`src/hdl/ascii_integer_parser_assert.svh`:
```
// ----------------------------------------------------------------------------
// ascii_integer_parser assertion macros
// Short forms for the concurrent checks of the parser.
// ----------------------------------------------------------------------------
`ifndef ASCII_INTEGER_PARSER_ASSERT_SVH
`define ASCII_INTEGER_PARSER_ASSERT_SVH

// Same-cycle implication, disabled while reset is asserted.
`define AIP_ASSERT_IMP(label, clk, rstn, ante, cons) \
    label: assert property (@(posedge clk) disable iff (!(rstn)) (ante) |-> (cons)) \
        else $error("ascii_integer_parser: check failed");

// Next-cycle implication, disabled while reset is asserted.
`define AIP_ASSERT_NEXT(label, clk, rstn, ante, cons) \
    label: assert property (@(posedge clk) disable iff (!(rstn)) (ante) |=> (cons)) \
        else $error("ascii_integer_parser: check failed");

`endif

```
`src/hdl/aip_pkg.sv`:
```
// ----------------------------------------------------------------------------
// aip_pkg
// Types and constants shared by the ASCII integer parser.
// ----------------------------------------------------------------------------
`timescale 1ns / 1ps

package aip_pkg;

    localparam int unsigned VALUE_W = 64;
    localparam int unsigned CHAR_W  = 8;

    // Configuration register indexes
    localparam logic CFG_HEX_MODE    = 1'b0;
    localparam logic CFG_SIGNED_MODE = 1'b1;

    // Character codes
    localparam logic [CHAR_W-1:0] CH_DIG_0 = 8'h30;
    localparam logic [CHAR_W-1:0] CH_DIG_9 = 8'h39;
    localparam logic [CHAR_W-1:0] CH_LOW_A = 8'h61;
    localparam logic [CHAR_W-1:0] CH_LOW_F = 8'h66;
    localparam logic [CHAR_W-1:0] CH_UP_A  = 8'h41;
    localparam logic [CHAR_W-1:0] CH_UP_F  = 8'h46;
    localparam logic [CHAR_W-1:0] CH_LOW_X = 8'h78;
    localparam logic [CHAR_W-1:0] CH_UP_X  = 8'h58;
    localparam logic [CHAR_W-1:0] CH_PLUS  = 8'h2B;
    localparam logic [CHAR_W-1:0] CH_MINUS = 8'h2D;

    // Result status codes
    localparam logic STATUS_OK      = 1'b0;
    localparam logic STATUS_INVALID = 1'b1;

    typedef struct packed {
        logic [CHAR_W-1:0] text_char;
        logic              last_char;
    } in_item_t;

    typedef struct packed {
        logic [VALUE_W-1:0] parsed_value;
        logic               parse_status;
    } out_item_t;

endpackage

```
`src/hdl/ascii_integer_parser.sv`:
```
// ----------------------------------------------------------------------------
// ascii_integer_parser
// Parses a decimal or hex ASCII number, one character per item, into a
// 64-bit value and a status on the last character.
// ----------------------------------------------------------------------------
// Channel  | Direction | Handshake             | Payload
// s_       | in        | s_valid / s_ready     | in_item_t  (text_char, last_char)
// m_       | out       | m_valid / m_ready     | out_item_t (parsed_value, parse_status)
// cfg_     | in        | cfg_we                | cfg_index, cfg_wdata
//
// One character per cycle sustained, except while a held result stalls a last
// character; a result passes the input register, then the result register.
// Multiply-by-base and add are combinational; the negated value is kept in a
// parallel accumulator so the final sign needs no extra adder.
// Reset (aresetn low, synchronous) clears the number state and config.
// A result held by m_ready low stalls only last characters; others proceed.
// ----------------------------------------------------------------------------
`timescale 1ns / 1ps

`include "ascii_integer_parser_assert.svh"

module ascii_integer_parser
    import aip_pkg::*;
(
    input  logic      aclk,
    input  logic      aresetn,
    input  logic      cfg_we,
    input  logic      cfg_index,
    input  logic      cfg_wdata,
    input  logic      s_valid,
    output logic      s_ready,
    input  in_item_t  s_item,
    output logic      m_valid,
    input  logic      m_ready,
    output out_item_t m_item
);

    logic hex_mode_reg;
    logic signed_mode_reg;

    logic              in_valid_reg;
    logic [CHAR_W-1:0] in_char_reg;
    logic              in_last_reg;

    logic [VALUE_W-1:0] acc_reg, acc_next;
    logic [VALUE_W-1:0] nacc_reg, nacc_next;
    logic [1:0]         pos_reg, pos_next;
    logic               sign_reg, sign_next;
    logic               neg_reg, neg_next;
    logic               err_reg, err_next;
    logic               zero_reg, zero_next;
    logic               pend_reg, pend_next;

    logic      m_valid_reg;
    out_item_t m_item_reg;

    logic       out_free;
    logic       advance;
    logic       is_digit;
    logic [3:0] dval;
    logic       first;
    logic       status;

    assign out_free = !m_valid_reg || m_ready;
    assign advance  = in_valid_reg && (!in_last_reg || out_free);
    assign s_ready  = !in_valid_reg || advance;
    assign m_valid  = m_valid_reg;
    assign m_item   = m_item_reg;

    // Digit decode
    always_comb begin
        is_digit = 1'b0;
        dval     = 4'd0;
        case (in_char_reg) inside
            [CH_DIG_0:CH_DIG_9]: begin
                is_digit = 1'b1;
                dval     = 4'(in_char_reg - CH_DIG_0);
            end
            [CH_LOW_A:CH_LOW_F]: begin
                is_digit = hex_mode_reg;
                dval     = 4'(in_char_reg - CH_LOW_A + 8'd10);
            end
            [CH_UP_A:CH_UP_F]: begin
                is_digit = hex_mode_reg;
                dval     = 4'(in_char_reg - CH_UP_A + 8'd10);
            end
            default: begin
                is_digit = 1'b0;
                dval     = 4'd0;
            end
        endcase
    end

    // Per-character state update
    always_comb begin
        acc_next  = acc_reg;
        nacc_next = nacc_reg;
        pos_next  = pos_reg;
        sign_next = sign_reg;
        neg_next  = neg_reg;
        err_next  = err_reg;
        zero_next = zero_reg;
        pend_next = pend_reg;
        first     = !sign_reg && (pos_reg == 2'd0);
        if (!err_reg) begin
            if (first && ((in_char_reg == CH_PLUS) ||
                          ((in_char_reg == CH_MINUS) && signed_mode_reg))) begin
                sign_next = 1'b1;
                neg_next  = (in_char_reg == CH_MINUS);
                pend_next = 1'b1;
            end else if (hex_mode_reg && (pos_reg == 2'd1) && zero_reg &&
                         ((in_char_reg == CH_LOW_X) || (in_char_reg == CH_UP_X))) begin
                pos_next  = 2'd2;
                zero_next = 1'b0;
                pend_next = 1'b1;
            end else if (is_digit) begin
                if (hex_mode_reg) begin
                    acc_next  = (acc_reg << 4) + VALUE_W'(dval);
                    nacc_next = (nacc_reg << 4) - VALUE_W'(dval);
                end else begin
                    acc_next  = (acc_reg << 3) + (acc_reg << 1) + VALUE_W'(dval);
                    nacc_next = (nacc_reg << 3) + (nacc_reg << 1) - VALUE_W'(dval);
                end
                zero_next = (pos_reg == 2'd0) && (in_char_reg == CH_DIG_0);
                if (pos_reg != 2'd2) begin
                    pos_next = pos_reg + 2'd1;
                end
                pend_next = 1'b0;
            end else begin
                err_next = 1'b1;
            end
        end
        status = (err_next || pend_next) ? STATUS_INVALID : STATUS_OK;
    end

    // Configuration
    always_ff @(posedge aclk) begin
        if (!aresetn) begin
            hex_mode_reg    <= 1'b0;
            signed_mode_reg <= 1'b0;
        end else if (cfg_we) begin
            case (cfg_index)
                CFG_HEX_MODE:    hex_mode_reg    <= cfg_wdata;
                CFG_SIGNED_MODE: signed_mode_reg <= cfg_wdata;
                default:         hex_mode_reg    <= hex_mode_reg;
            endcase
        end
    end

    // Input register
    always_ff @(posedge aclk) begin
        if (!aresetn) begin
            in_valid_reg <= 1'b0;
        end else if (s_ready) begin
            in_valid_reg <= s_valid;
        end
    end

    always_ff @(posedge aclk) begin
        if (s_ready && s_valid) begin
            in_char_reg <= s_item.text_char;
            in_last_reg <= s_item.last_char;
        end
    end

    // Number state
    always_ff @(posedge aclk) begin
        if (!aresetn) begin
            acc_reg  <= '0;
            nacc_reg <= '0;
            pos_reg  <= 2'd0;
            sign_reg <= 1'b0;
            neg_reg  <= 1'b0;
            err_reg  <= 1'b0;
            zero_reg <= 1'b0;
            pend_reg <= 1'b0;
        end else if (advance) begin
            if (in_last_reg) begin
                acc_reg  <= '0;
                nacc_reg <= '0;
                pos_reg  <= 2'd0;
                sign_reg <= 1'b0;
                neg_reg  <= 1'b0;
                err_reg  <= 1'b0;
                zero_reg <= 1'b0;
                pend_reg <= 1'b0;
            end else begin
                acc_reg  <= acc_next;
                nacc_reg <= nacc_next;
                pos_reg  <= pos_next;
                sign_reg <= sign_next;
                neg_reg  <= neg_next;
                err_reg  <= err_next;
                zero_reg <= zero_next;
                pend_reg <= pend_next;
            end
        end
    end

    // Result register
    always_ff @(posedge aclk) begin
        if (!aresetn) begin
            m_valid_reg <= 1'b0;
        end else if (advance && in_last_reg) begin
            m_valid_reg <= 1'b1;
        end else if (m_ready) begin
            m_valid_reg <= 1'b0;
        end
    end

    always_ff @(posedge aclk) begin
        if (advance && in_last_reg) begin
            m_item_reg.parse_status <= status;
            if (status == STATUS_INVALID) begin
                m_item_reg.parsed_value <= '0;
            end else begin
                m_item_reg.parsed_value <= neg_next ? nacc_next : acc_next;
            end
        end
    end

    `AIP_ASSERT_IMP(a_neg_tracks, aclk, aresetn, 1'b1, nacc_reg == (VALUE_W'(0) - acc_reg))
    `AIP_ASSERT_IMP(a_invalid_zero, aclk, aresetn,
                    m_valid_reg && m_item_reg.parse_status, m_item_reg.parsed_value == '0)
    `AIP_ASSERT_NEXT(a_last_gives_result, aclk, aresetn, advance && in_last_reg, m_valid_reg)
    `AIP_ASSERT_IMP(a_stall_only_full, aclk, aresetn,
                    !s_ready, in_valid_reg && in_last_reg && !out_free)

endmodule
```
`config.mk`:
```
export PLATFORM = sky130hd
export DESIGN_NAME = ascii_integer_parser
export DESIGN_NICKNAME = d
export VERILOG_FILES = /design/src/hdl/aip_pkg.sv /design/src/hdl/ascii_integer_parser.sv
export VERILOG_INCLUDE_DIRS = /design/src /design/src/hdl
export SDC_FILE = /design/constraint.sdc
export NUM_CORES = 1
export LEC_CHECK = 0
export BUFFER_PORTS_ARGS = -buffer_cell sky130_fd_sc_hd__clkbuf_2
export CORE_ASPECT_RATIO = 0.9
export CORE_MARGIN = 3
export CORE_UTILIZATION = 60
export CTS_CLUSTER_DIAMETER = 100
export DETAILED_ROUTE_END_ITERATION = 12
export PLACE_DENSITY = 0.79
export REMOVE_ABC_BUFFERS = 1
export SLEW_MARGIN = 10
export SYNTH_ARGS = -nofsm -noshare
export SYNTH_HDL_FRONTEND = slang
export SYNTH_SLANG_ARGS = --single-unit
```
`constraint.sdc`:
```
create_clock -name aclk -period 6.81 [get_ports aclk]
set_input_delay 1.0215 -clock aclk [delete_from_list [all_inputs] [get_ports aclk]]
set_output_delay 1.0215 -clock aclk [all_outputs]
set_load 0.03 [all_outputs]
```
==> impl_metrics.csv <==
group,metric,value,unit
status,status,"finished clean",
clock_network,cts_hold_buffers,0,
final_layout,final_util,0.6528,
die,io_pins,83,
yosys,synthTopCellsByArea,"ha_1, dfxtp_1, edfxtp_1",
timing,worst_pin_slew,1.054,ns
final_layout,n_antenna_cell,0,
yosys,yosys_warnings,0,
detailed_routing,viasPerCell,6.607,
timing,setup_viol,0,
yosys,synthDominantCellAreaShare,0.1570,
power,combinationalPowerShare,0.233,
timing,setup-tns-final,0,ns
yosys,ys_seq_area_frac,0.2452,
final_layout,multi_input_area,13910,um^2
place,globalplace.congestion,0.9540,
yosys,ys_ff_latch,211,
detailed_routing,avgRoutedWirePerCell,21.20,um
clock_network,cts_inserted_buffers,23,
power,powerDensity,156.1,nW/um^2
power,p_switching,1.065,mW
yosys,synth_area,20240,um^2
final_layout,design_area,21610,um^2
worst_setup_path,cp.required,7.05,ns
power,p_leak,9.701,nW
run,drv_cap,0,
detailed_routing,drc,0,
detailed_routing,first_pass_iters,6,
die,die_area,35980,um^2
clock_network,clk_pin_slew_worst_paths,0.06,ns
yosys,synth.most_common_cell,"ha_1",
final_layout,finalNetCount,2893,
power,irDropWorstVdd,0.0001790,V
yosys,yosys-top-cells-count,"ha_1, nand2_1, a21oi_1",
yosys,async_flop_share,0,
timing,slew_viol_final,0,
clock_network,clk_latency,0.53,ns
worst_setup_path,start_kind,"flip-flop",
timing,hold_violations,0,
detailed_routing,drt_wl_total,64840,um
clock_network,postCtsSetupBuffers,0,
final_layout,drive_above_1_share,0.06563,
clock_network,cts_tree,"yes",
final_layout,regArea,4969,um^2
global_routing,grt_pass1_vias,18780,
die,rows,63,
place,dpl_cell_area,20880,um^2
die,core,33110,um^2
timing,fin_crit_sh,0.9276,
power,p_int,2.309,mW
detailed_routing,drt_first_iter_violations,2417,
place,portBuffers,82,
timing,max_freq,158.3,MHz
die,start_util,0.6115,
timing,period_needed,6.317,ns
global_routing,gr-total-overflow,0,
worst_setup_path,path_max_fanout,6,
clock_network,clk_path_buf_depth,3,
yosys,syn-instance-count,2629,
detailed_routing,ant_nets,0,
yosys,ys_types,81,
timing,rsz0062_at_grt,"false",
power,clockPowerShare,0.372,
min_path,hold_path.class,"flip-flop to flip-flop",
global_routing,globalRouteTotalUtil,0.3515,
worst_setup_path,cp-end-kind,"flip-flop",
global_routing,grt_max_degree,153,
global_routing,antenna_found_initial,0,
power,seqPwrFrac,0.395,
power,switching_share,0.3157,
power,p_total,3.374,mW
worst_setup_path,arrival,6.56,ns
timing,final.setup_skew,0.02984,ns
timing,slew_headroom,0.2976,
clock_network,cts_sinks,211,
final_layout,layout-area-overhead-vs-synth,6.749,%
yosys,ys.flop_type,"dfxtp_1",
detailed_routing,vias,20200,
clock_network,cts_resized,0,
yosys,synth_edf_count,74,
clock_network,ctsRootBufferMaster,"clkbuf_16",
die,die_w,199.6,um
yosys,yosys.area.top_type,"ha_1",
global_routing,grt_first_pass_wirelength,102700,um
die,die_y,180.3,um
final_layout,largest_reg_flops,65,
place,hpwl,48580,um
yosys,avgSynthCellArea,7.700,um^2
worst_setup_path,crit_type,"flip-flop to flip-flop",
final_layout,fill_cells,2865,
clock_network,htree_num_levels,1,
## placed cells by master, fill, tap and decap left out, types with 8 or more instances in the layout
cell type  count
xnor2_1      117
nor2_1       199
o22ai_1       18
nand3_1       55
nand4_1       28
a21oi_1      240
a211oi_1      31
xor2_1        44
ha_1         254
nand2b_1      15
dfxtp_1      136
o31ai_1       13
clkbuf_2      82
and3_1        19
nor4_1        20
clkbuf_1       8
nor3_1        42
nand2_1      253
a221oi_1       8
o41ai_1       12
inv_1        231
a32oi_1        8
buf_4         22
o21bai_1      24
a22oi_1       30
or3_1         20
and2_1        27
o21ai_0      190
edfxtp_1      74
a31oi_1       29
o21a_1        23
nor2b_1       35
a21o_1        66
mux2i_1       22
a22o_1        29
clkbuf_16     23
a21boi_0      20
or4_1         11
o211ai_1      28
## cell families after synthesis
kind of cell,share of synthesized area
and+or+nand+nor,0.1771
AOI/OAI and AO/OA,0.2647
DFF,0.2452
muxes,0.01248
buffers and inverters,0.06984
adders and majority gates,0.1609
xor gates and xnor gates,0.06965
## power groups by stage
stage / clock [mW] / combinational (mW) / sequential [mW]
floorplan: 0 / 0.486 / 1.38
detailed placement: 0 / 0.743 / 1.36
global placement: 0 / 0.736 / 1.36
finish: 1.26 / 0.785 / 1.33
global route: 1.30 / 0.835 / 1.33
CTS: 1.26 / 0.751 / 1.33
## routing by layer
layer  track usage  share of wire  vias up
li1              -              -     9444
met1        0.5373           0.44     9400
met2        0.4955           0.40     1212
met3       0.07291           0.12      148
met4        0.1035          0.032        0
met5             0              0        -
## layout make-up
class / instances / share of cell area
Inverter: 234 / 0.04064
Multi-Input combinational cell: 2044 / 0.6435
Clock inverter: 9 / 0.004632
Timing Repair Buffer: 105 / 0.02756
Clock buffer: 33 / 0.02930
Tap cell: 422 / 0.02443
Sequential cell: 211 / 0.2299
## critical path: stages, from the launching register on
cell,delay [ns]
edfxtp_1,0.42
inv_1,0.17
ha_1,0.21
or3b_2,0.47
o311a_1,0.20
a21oi_1,0.62
fa_1,0.33
ha_1,0.29
and2_1,0.19
a221oi_1,0.57
a21oi_1,0.16
nor4_1,0.40
o21ai_0,0.36
a21o_1,0.24
o31ai_1,0.57
o21bai_1,0.23
xor2_1,0.19
mux2i_1,0.28
a211oi_1,0.12
## metrics by stage
stage	setup slack [ns]	std cells	hold WS [ns]
CTS	0.6046	3058	0.4799
finish	0.4930	3058	0.4816
global placement	0.9594	3016	0.4373
detailed placement	0.6825	3016	0.4529
floorplan	-2.786	2489	0.4272
global route	0.1003	3058	0.4910
## worst paths after layout
| check | slack (ns) | startpoint | to | depth (start not counted) |
|---|---|---|---|---|
| max reg2reg | 0.49 | in_char_reg[0] | m_item[43] | 18 |
| max | 0.49 | in_char_reg[0] | m_item[43] | 18 |
| min | 0.48 | sign_reg | sign_reg | 2 |
| min reg2reg | 0.48 | sign_reg | sign_reg | 2 |
(Power assumes the default switching activity.)
